### src/rtl/core/ump_packet_assembler_core_macros.svh
// assertion macros shared by the packet assembler rtl
// no dependencies; include by bare file name
`ifndef UMP_PACKET_ASSEMBLER_CORE_MACROS_SVH
`define UMP_PACKET_ASSEMBLER_CORE_MACROS_SVH

// same-cycle implication, disabled while reset is asserted
`define UMPPA_ASSERT_NOW(label, clk, rst_n, ante, cons) \
	label: assert property (@(posedge clk) disable iff (!(rst_n)) (ante) |-> (cons)) \
		else $error("umppa assertion failed");

// next-cycle implication, disabled while reset is asserted
`define UMPPA_ASSERT_NEXT(label, clk, rst_n, ante, cons) \
	label: assert property (@(posedge clk) disable iff (!(rst_n)) (ante) |=> (cons)) \
		else $error("umppa assertion failed");

`endif

### src/rtl/core/umppa_pkg.sv
// types and constants for the ump packet assembler
// no dependencies
package umppa_pkg;

	localparam int unsigned WORD_W  = 32;
	localparam int unsigned COUNT_W = 3;
	localparam int unsigned PORT_W  = 5;

	localparam logic [3:0] MT_UTILITY = 4'h0;
	localparam logic [3:0] MT_STREAM  = 4'hF;
	localparam logic [PORT_W-1:0] BROADCAST_PORT = 5'd16;
	localparam logic [COUNT_W-1:0] VAR_EVENT_COUNT = 3'd4;

	// packet length in words, indexed by message type
	localparam logic [COUNT_W-1:0] LEN_TABLE [16] = '{
		3'd1, 3'd1, 3'd1, 3'd2, 3'd2, 3'd4, 3'd1, 3'd1,
		3'd2, 3'd2, 3'd2, 3'd3, 3'd3, 3'd4, 3'd4, 3'd4
	};

	typedef struct packed {
		logic [WORD_W-1:0]  word0;
		logic [WORD_W-1:0]  word1;
		logic [WORD_W-1:0]  word2;
		logic [WORD_W-1:0]  word3;
		logic [COUNT_W-1:0] count;
		logic [PORT_W-1:0]  port;
		logic               var_event;
	} packet_t;

endpackage

### src/rtl/core/umppa_frame.sv
// framing state and per-word packet assembly
// depends on umppa_pkg
module umppa_frame import umppa_pkg::*; (
	input  logic              clk,
	input  logic              arst_n,
	input  logic [WORD_W-1:0] word,
	input  logic              go,
	output logic              emit,
	output packet_t           packet
);

	logic [WORD_W-1:0]  held_q [3];
	logic [1:0]         held_cnt_q;
	logic [COUNT_W-1:0] pend_q;
	logic [PORT_W-1:0]  port_q;

	logic               start;
	logic [3:0]         msg_type;
	logic [COUNT_W-1:0] len;
	logic [COUNT_W-1:0] pend_next;
	logic [1:0]         cnt;
	logic [PORT_W-1:0]  port_cur;

	always_comb begin
		start     = (pend_q == '0);
		msg_type  = word[31:28];
		len       = start ? LEN_TABLE[msg_type] : pend_q;
		pend_next = len - 3'd1;
		cnt       = start ? 2'd0 : held_cnt_q;
		if (!start) begin
			port_cur = port_q;
		end else if (msg_type == MT_UTILITY || msg_type == MT_STREAM) begin
			port_cur = BROADCAST_PORT;
		end else begin
			port_cur = {1'b0, word[27:24]};
		end
		emit = (pend_next == '0);

		// held words below the current slot, this word in it, zero above
		packet.word0 = (cnt == 2'd0) ? word : held_q[0];
		packet.word1 = (cnt > 2'd1) ? held_q[1] : ((cnt == 2'd1) ? word : '0);
		packet.word2 = (cnt > 2'd2) ? held_q[2] : ((cnt == 2'd2) ? word : '0);
		packet.word3 = (cnt == 2'd3) ? word : '0;
		packet.count = {1'b0, cnt} + 3'd1;
		packet.port  = port_cur;
		packet.var_event = (packet.count == VAR_EVENT_COUNT);
	end

	always_ff @(posedge clk or negedge arst_n) begin
		if (!arst_n) begin
			held_cnt_q <= '0;
			pend_q     <= '0;
			port_q     <= '0;
		end else if (go) begin
			pend_q     <= pend_next;
			port_q     <= port_cur;
			held_cnt_q <= emit ? 2'd0 : cnt + 2'd1;
		end
	end

	always_ff @(posedge clk) begin
		if (go && !emit && cnt != 2'd3) begin
			held_q[cnt] <= word;
		end
	end

endmodule

### src/rtl/core/ump_packet_assembler_core.sv
// ump packet assembler: a packet reaches the outputs after the transfer of its last word
// (input register, then result register); one word is accepted every cycle while the
// result register drains, and a completed packet leaves at most one per cycle.
// arst_n clears the framing state and both valid flags; a packet starts at the next word.
// depends on umppa_pkg, umppa_frame and ump_packet_assembler_core_macros.svh
`include "ump_packet_assembler_core_macros.svh"

module ump_packet_assembler_core import umppa_pkg::*; (
	input  logic               clk,
	input  logic               arst_n,
	input  logic               word_valid,
	output logic               word_stall,
	input  logic [WORD_W-1:0]  word_in,
	output logic               packet_valid,
	input  logic               packet_stall,
	output logic [WORD_W-1:0]  packet_word0,
	output logic [WORD_W-1:0]  packet_word1,
	output logic [WORD_W-1:0]  packet_word2,
	output logic [WORD_W-1:0]  packet_word3,
	output logic [COUNT_W-1:0] word_count,
	output logic [PORT_W-1:0]  port,
	output logic               variable_event
);

	logic              valid_s1;
	logic [WORD_W-1:0] word_s1;
	logic              go_s1;
	logic              emit_s1;
	packet_t           packet_s1;
	logic              out_valid_q;
	packet_t           out_q;
	logic              out_free;

	umppa_frame u_frame (
		.clk    (clk),
		.arst_n (arst_n),
		.word   (word_s1),
		.go     (go_s1),
		.emit   (emit_s1),
		.packet (packet_s1)
	);

	// a non-final word never needs the result register
	assign out_free   = !out_valid_q || !packet_stall;
	assign go_s1      = valid_s1 && (!emit_s1 || out_free);
	assign word_stall = valid_s1 && !go_s1;

	always_ff @(posedge clk or negedge arst_n) begin
		if (!arst_n) begin
			valid_s1 <= 1'b0;
		end else if (!word_stall) begin
			valid_s1 <= word_valid;
		end
	end

	always_ff @(posedge clk) begin
		if (!word_stall && word_valid) begin
			word_s1 <= word_in;
		end
	end

	always_ff @(posedge clk or negedge arst_n) begin
		if (!arst_n) begin
			out_valid_q <= 1'b0;
		end else if (go_s1 && emit_s1) begin
			out_valid_q <= 1'b1;
		end else if (!packet_stall) begin
			out_valid_q <= 1'b0;
		end
	end

	always_ff @(posedge clk) begin
		if (go_s1 && emit_s1) begin
			out_q <= packet_s1;
		end
	end

	assign packet_valid   = out_valid_q;
	assign packet_word0   = out_q.word0;
	assign packet_word1   = out_q.word1;
	assign packet_word2   = out_q.word2;
	assign packet_word3   = out_q.word3;
	assign word_count     = out_q.count;
	assign port           = out_q.port;
	assign variable_event = out_q.var_event;

	`UMPPA_ASSERT_NEXT(a_s1_hold, clk, arst_n, valid_s1 && !go_s1, valid_s1 && $stable(word_s1))
	`UMPPA_ASSERT_NOW(a_count_range, clk, arst_n, packet_valid, word_count != 3'd0 && word_count <= 3'd4)
	`UMPPA_ASSERT_NOW(a_var_event, clk, arst_n, packet_valid, variable_event == (word_count == 3'd4))
	`UMPPA_ASSERT_NOW(a_port_range, clk, arst_n, packet_valid, !port[4] || port[3:0] == 4'd0)
	`UMPPA_ASSERT_NOW(a_short_zero, clk, arst_n, packet_valid && word_count == 3'd1, packet_word1 == '0 && packet_word2 == '0 && packet_word3 == '0)

endmodule

### config.mk
export PLATFORM = sky130hd
export DESIGN_NAME = ump_packet_assembler_core
export DESIGN_NICKNAME = d
export VERILOG_FILES = /design/src/rtl/core/umppa_pkg.sv /design/src/rtl/core/umppa_frame.sv /design/src/rtl/core/ump_packet_assembler_core.sv
export VERILOG_INCLUDE_DIRS = /design/src /design/src/rtl/core
export SDC_FILE = /design/constraint.sdc
export NUM_CORES = 1
export LEC_CHECK = 0
export ABC_CLOCK_PERIOD_IN_PS = 7600
export BUFFER_PORTS_ARGS = -buffer_cell sky130_fd_sc_hd__buf_2
export CORE_AREA = 8 8 172 174
export DETAILED_ROUTE_END_ITERATION = 6
export DIE_AREA = 0 0 180 182
export SLEW_MARGIN = 40
export SYNTH_ARGS = -nofsm -noshare
export SYNTH_HDL_FRONTEND = slang
export SYNTH_SLANG_ARGS = --single-unit
### constraint.sdc
create_clock -name clk -period 7.6 [get_ports clk]
set_input_delay 0.76 -clock clk [delete_from_list [all_inputs] [get_ports clk]]
set_output_delay 0.76 -clock clk [all_outputs]
set_load 0.01 [all_outputs]
# Yosys cells after proc, flatten, opt, wreduce, memory -nomap -nowiden
# Memories as Yosys holds them, arrays and structs flattened.
# Cells that the tools add are included.
[totals]
regBits = 181
latchBits = 0
ram_bits = 96
mem_bits_ro = 48
in_bits = 36
elab_cells = 63
memories = 2
[classes]
addsub = 3
mul = 0
div = 0
order_cmp = 3
n_eq_ne = 7
shift = 0
mux = 16
n_bitwise = 1
n_reduce_logical = 18
[mem_list]
columns = ["memory", "depth", "word_bits", "rd", "rd_clocked_by_memory_dff", "write_ports", "line", "rtl"]
rows = [
  ["u_frame.held_q", 3, 32, 3, 0, 1, "umppa_frame.sv:12", "logic [WORD_W-1:0] held_q [3];"],
  ["(name not given)", 16, 3, 1, 0, 0, "umppa_frame.sv:27", "len = start ? LEN_TABLE[msg_type] : pend_q;"],
]
[ops]
columns = ["cell", "n"]
rows = [
  ["$mux 32", 5],
  ["$mux 5", 2],
  ["$mux 3", 3],
  ["$logic_and 1x1->1", 6],
  ["$logic_not 3->1", 2],
  ["$ge 5x5->1 const B", 1],
  ["$logic_not 1->1", 5],
  ["$not 4->5", 1],
  ["$eq 2x2->1 const B", 2],
  ["$eq 4x4->1 const B", 1],
  ["$logic_not 4->1", 1],
  ["$mux 1", 4],
  ["$mux 2", 2],
  ["$add 2x1->3 const B", 1],
  ["$eq 3x3->1 const B", 1],
  ["$logic_or 1x1->1", 3],
  ["$sub 3x1->3 const B", 1],
  ["$add 2x1->2 const B", 1],
  ["$eq 2x1->1 const B", 1],
  ["$gt 2x1->1 const B", 1],
  ["$gt 2x2->1 const B", 1],
  ["$logic_not 2->1", 1],
  ["$ne 2x1->1 const B", 1],
  ["$ne 2x2->1 const B", 1],
]

# Depth between registers and ports, before layout
[depth]
word_depth = 14
mapped_depth = 11
depth_no_buf = 10

# Hierarchy
# A second synthesis with hierarchy kept.
[unflattened]
hier_cells = 664
hier_area_um2 = 10461.3
[modules_own_cells]
columns = ["module", "n_inst", "cells_per_inst", "area_each_um2"]
rows = [
  ["umppa_frame", 1, 483, 5281.3],
  ["ump_packet_assembler_core", 1, 181, 5180.0],
]

# Least setup slack after synthesis
# No wires, ideal clock.
[synth_timing]
path_type = "reg-to-reg"
startpoint = "register word_s1[30]"
endpoint = "register out_q (netlist bit packet_word0[0]) (enable)"
setup_time_ns = 0.633
arrival_ns = 7.790
required_time_ns = 6.967
path_slack_ns = -0.823
path_stages_with_launch = 12
cell_sequence = "edfxtp_1 > clkbuf_1 > nand2b_1 > xnor2_1 > nand2_1 > a31oi_1 > ha_1 > and2_1 > a41o_1 > o21ai_4 > o21ai_4 > nor2_1"
[synth_between]
elab_chain_len = 11
[synth_lines]
columns = ["item", "line", "rtl"]
rows = [
  ["from (decl)", "ump_packet_assembler_core.sv:26", "logic [WORD_W-1:0] word_s1;"],
  ["from (signal assigned)", "ump_packet_assembler_core.sv:58", "word_s1 <= word_in;"],
  ["$not 4->5 (not written as such) (*)", "umppa_frame.sv:27", ""],
  ["$mem_v2 16x3 (*)", "--", ""],
  ["$mux 3 (not written as such) (*) (2 in a row)", "umppa_frame.sv:27", ""],
  ["$mux 3 (*)", "umppa_frame.sv:27", ""],
  ["$sub 3x1->3 (*)", "umppa_frame.sv:28", "pend_next = len - 3'd1;"],
  ["net u_frame.pend_next[0]", "umppa_frame.sv:20", "logic [COUNT_W-1:0] pend_next;"],
  ["$logic_not 3->1 (*)", "umppa_frame.sv:37", "emit = (pend_next == '0);"],
  ["$logic_not 1->1", "ump_packet_assembler_core.sv:45", "assign go_s1 = valid_s1 && (!emit_s1 || out_free);"],
  ["$logic_or 1x1->1", "ump_packet_assembler_core.sv:45", ""],
  ["$logic_and 1x1->1", "ump_packet_assembler_core.sv:45", ""],
  ["$logic_and 1x1->1 (*)", "ump_packet_assembler_core.sv:73", "if (go_s1 && emit_s1) begin"],
  ["to (signal assigned)", "ump_packet_assembler_core.sv:74", "out_q <= packet_s1;"],
  ["to (decl)", "ump_packet_assembler_core.sv:31", "packet_t out_q;"],
]
# Mark *: on every way through the listed nets, which the timed path passes. The rest lies on a longest branch. The select of a mux whose other input is x is not followed.
# A chain may end at the register's enable or synchronous reset.

# Worst setup path in the final report
[layout_timing]
startpoint = "register word_s1[30]"
endpoint = "memory u_frame.held_q[0][19] (enable)"
[layout_between]
elab_chain_len = 14
[layout_lines]
columns = ["item", "line", "rtl"]
rows = [
  ["$not 4->5 (not written as such) (*)", "umppa_frame.sv:27", ""],
  ["$mem_v2 16x3 (*)", "--", ""],
  ["$mux 3 (not written as such) (*) (2 in a row)", "umppa_frame.sv:27", ""],
  ["$mux 3 (*)", "umppa_frame.sv:27", ""],
  ["$sub 3x1->3 (*)", "umppa_frame.sv:28", ""],
  ["net u_frame.pend_next[0]", "umppa_frame.sv:20", ""],
  ["$logic_not 3->1 (*)", "umppa_frame.sv:37", ""],
  ["$logic_not 1->1 (*)", "umppa_frame.sv:62, ump_packet_assembler_core.sv:45", ""],
  ["$logic_or 1x1->1", "ump_packet_assembler_core.sv:45", ""],
  ["$logic_and 1x1->1", "ump_packet_assembler_core.sv:45", ""],
  ["$logic_and 1x1->1 (*) (2 in a row)", "umppa_frame.sv:62", "if (go && !emit && cnt != 2'd3) begin"],
  ["$mux 1 (*)", "umppa_frame.sv:62", ""],
  ["$mux 1 (not written as such) (*)", "umppa_frame.sv:63", "held_q[cnt] <= word;"],
  ["to (decl)", "umppa_frame.sv:12", ""],
]
# Marks and branches as above.

==> results by group <==
Routing
  – Wire length per cell: just under 20 microns
  – DRC marker count from the first detailed-route iteration: between 400 and 500
  – Routed via count: between 5,000 and 6,000
  – Remaining antenna violation count after routing: 0
  – Number of detailed-routing iterations run before antenna repair: 4
  – Via-per-instance ratio: between 4 and 5
  – Remaining routing DRC violations: 0
  – Wire length reported by the detailed router: between 20,000 and 25,000 microns

Timing
  – Final-report hold violation count: 0
  – Post-route setup TNS: 0 ns
  – Count of pins over their slew limit: 0
  – Max Clock Skew: ~0.014 ns
  – Worst max-slew margin expressed relative to the limit: slightly below 50%
  – Post-layout min period: roughly 4 ns
  – Max Clock Freq: ~250 MHz
  – Period utilization: 52.6%
  – Transition at the pin with the smallest max-transition slack: 0.775 ns
  – RSZ-0062 raised after global routing: no
  – Final count of negative-setup-slack endpoints: 0
  – Min Hold Slack: 0.0971 ns

Status
  – Run status: finished, final reports clean

Finish
  – P&R area growth vs syn: 22.0%
  – Count of non-filler cells in the finished layout: roughly 1,200
  – Final antenna diode count: 0
  – Share of the core filled with cells in the final layout: roughly 47%
  – Fraction of final layout cells with drive strength greater than 1: between 30% and 40%
  – Register area: 0.00823 sq mm
  – Total of fill cells in the finished design: about 2,300
  – Area used by multi-input combinational logic: around 0.0020 sq mm
  – Number of nets in the layout: between 800 and 900

Clock tree
  – Quantity of hold-fixing buffers added after cts: 0
  – Number of setup buffers added after CTS: 0
  – Number of levels the H-tree was split into: 1
  – Clock tree from TritonCTS: done
  – Clock-pin transition on the worst setup and hold timing paths: 0.06 ns
  – Total clock buffers created by CTS: 28
  – Maximum buffer depth of the clock tree: 3
  – Clock tree root buffer cell: sky130_fd_sc_hd__clkbuf_16
  – Clock tree sinks: ~280
  – Cells resized by post-CTS repair: 0
  – Clock network latency to the later pin of the worst-skew pair: between 0.5 and 0.6 ns

Synthesis
  – Share of the yosys chip area belonging to registers: approximately 80%
  – Number of synthesized flops with an enable pin: approximately 260
  – Post-synth design cell area: around 0.010 sq mm
  – Net count of the mapped netlist: between 600 and 700
  – Number of storage elements in the synthesis netlist: 276
  – Share of async-settable or async-resettable flops after synthesis: approximately 4.3%
  – Mean instance size in the synthesized netlist: between 15 and 20 sq um
  – Flip-flop cell with the highest count after synthesis: sky130_fd_sc_hd__edfxtp_1
  – Yosys warnings: 0
  – Distinct cell type count after synthesis: 38
  – Synthesized netlist cell count: between 600 and 700

Critical path
  – Worst r2r path cells: 11
  – Top fanout value on the critical path: 20
  – Worst r2r src: word_s1[30]
  – Worst setup slack for register-to-register paths: 3.60 ns
  – Element type at the critical path start: register
  – Crit end category: register
  – Worst path required time: around 8 ns
  – Category of the most critical setup path: register to register
  – Critical R2R Capture: u_frame.held_q[0][19]
  – Worst EP arrival: between 4 and 5 ns

Pwr
  – Power Total: 4640 uW
  – Share of total power in the clock network: about 28%
  – Sequential cell fraction of total power: between 40% and 50%
  – Cell-internal power: about 3300 uW
  – Fraction of power spent switching nets: approximately 29%
  – Switching power total: approximately 1400 uW
  – Leakage dissipation: 0.00451 uW
  – Share of total power in combinational logic: approximately 25%
  – Power per Cell Area: about 370 mW/mm^2
  – Maximum vdd drop: about 0.16 mV

GRT
  – Maximum number of pins on one net before global-route repair: around 110
  – Global-route usage over all layers: a little over an eighth
  – Antenna violations before repair: 1
  – Total congestion overflow after global routing: 0
  – Wire length of the first global-routing pass: ~35,000 microns
  – Via count of the first global-routing pass: slightly below 6,000

Placement
  – Half-perimeter wire length of the detailed placement result: about 15,000 microns
  – Total of buffers placed on input and output ports: 174
  – Instance count after placement with tap cells included: 1,128
  – GP Congestion: 0.798

Floorplan
  – Effective utilization at floorplan: between 30% and 40%
  – Die Span Y: 182 microns
  – Row cnt: 60
  – Core area: 0.0267 sq mm
  – Ports: 175
  – Width of the die: roughly 180 microns
  – Area of the die: 0.0328 sq mm

Min path
  – HP Class: input port to async pin

Job
  – Max cap viols: 0
==> logic make-up after synthesis <==
kind of cell,share of synthesized area [%]
flip-flops,80.0
AND/OR/NAND/NOR,8.18
AO/OA/AOI/OAI,5.40
buffers and inverters,1.67
multiplexers,3.94
adder cells (fa/ha/maj),0.730
XOR/XNOR,0.0852
==> sequential cells by signal (all words and copies together) (netlist names) <==
name	flops
u_frame.held_q	96
packet_word0	32
packet_word1	32
packet_word2	32
packet_word3	32
word_s1	32
port	5
u_frame.port_q	5
u_frame.pend_q	3
word_count	3
u_frame.held_cnt_q	2
packet_valid	1
valid_s1	1
==> final cells by class <==
class	instances	share of cell area, %
Sequential cell	276	65.6
Multi-Input combinational cell	323	15.7
Timing Repair Buffer	183	8.06
Clock buffer	40	6.44
Tap cell	341	3.40
Clock inverter	11	0.628
Inverter	6	0.180
==> how the worst max path moves through the flow <==
stage | from | end | cells past startpoint
final | word_s1[30] | u_frame.held_q[0][19] | 11
after global routing | word_s1[30] | u_frame.held_q[0][19] | 11
after detailed placement | word_s1[30] | packet_word1[8] | 11
after global placement | word_s1[30] | u_frame.held_q[0][17] | 11
after floorplan | word_s1[30] | packet_word0[0] | 11
after CTS | word_s1[30] | packet_word1[12] | 11
==> placed cells by master, fill, tap and decap left out, types with 4 or more instances in the layout <==
cell | netlist | final
sky130_fd_sc_hd__mux2_2 | 32 | 32
sky130_fd_sc_hd__nor2_1 | 5 | 4
sky130_fd_sc_hd__and2_1 | 33 | 33
sky130_fd_sc_hd__edfxtp_1 | 264 | 264
sky130_fd_sc_hd__o21ai_0 | 66 | 66
sky130_fd_sc_hd__buf_2 | 5 | 174
sky130_fd_sc_hd__buf_4 | 1 | 4
sky130_fd_sc_hd__clkinv_2 | 0 | 6
sky130_fd_sc_hd__clkbuf_1 | 28 | 8
sky130_fd_sc_hd__a22o_1 | 8 | 8
sky130_fd_sc_hd__dfrtp_1 | 12 | 12
sky130_fd_sc_hd__inv_1 | 6 | 5
sky130_fd_sc_hd__nand2_1 | 139 | 139
sky130_fd_sc_hd__clkbuf_16 | 0 | 30
==> synthesized netlist by cell type, types with 3 or more instances <==
library cell	instances	area (sq um)
sky130_fd_sc_hd__edfxtp_1	264	7930
sky130_fd_sc_hd__nand2_1	139	522
sky130_fd_sc_hd__o21ai_0	66	330
sky130_fd_sc_hd__and2_1	33	206
sky130_fd_sc_hd__mux2_2	32	360
sky130_fd_sc_hd__clkbuf_1	28	105
sky130_fd_sc_hd__dfrtp_1	12	300
sky130_fd_sc_hd__a22o_1	8	70.1
sky130_fd_sc_hd__ha_1	6	75.1
sky130_fd_sc_hd__inv_1	6	22.5
sky130_fd_sc_hd__buf_2	5	25.0
sky130_fd_sc_hd__nor2_1	5	18.8
sky130_fd_sc_hd__a31oi_1	3	18.8
sky130_fd_sc_hd__mux2_4	3	45.0
sky130_fd_sc_hd__nor3b_1	3	22.5
==> per-layer routing <==
layer	share of wire, %	routed length [microns]	vias up	GRT usage (%)
met5	0.057	13	-	0
met4	1.6	371	2	3.00
met3	7.2	1630	34	4.03
met2	46	10400	175	21.2
met1	45	10300	2799	18.1
li1	-	-	2695	-
==> through the flow <==
step	setup WS, ns	cell area, sq um
2_1_floorplan	1.47	10300
3_3_place_gp	3.46	11500
3_5_place_dp	3.50	11600
4_1_cts	3.47	12500
5_1_grt	3.33	12500
6_report	3.60	12500
==> worst max-delay path, stage by stage, from the launching register on <==
cell	delay, ns
sky130_fd_sc_hd__edfxtp_1	0.60
sky130_fd_sc_hd__nand2b_1	0.25
sky130_fd_sc_hd__xnor2_1	0.14
sky130_fd_sc_hd__nand2_1	0.08
sky130_fd_sc_hd__a31oi_1	0.12
sky130_fd_sc_hd__ha_1	0.30
sky130_fd_sc_hd__and2_1	0.20
sky130_fd_sc_hd__a41o_1	0.25
sky130_fd_sc_hd__o21ai_4	0.30
sky130_fd_sc_hd__nand2_1	0.28
sky130_fd_sc_hd__nor3b_4	0.67
sky130_fd_sc_hd__buf_4	0.44
==> power by group through the flow <==
stage	sequential (uW)	combinational, uW	clock (uW)
after floorplan	2280	671	0
after global placement	2220	1100	0
after detailed placement	2230	1150	0
after CTS	2200	1160	1340
after global routing	2230	1260	1400
final	2200	1140	1310
Note: power is estimated with default switching activity, not from simulation.
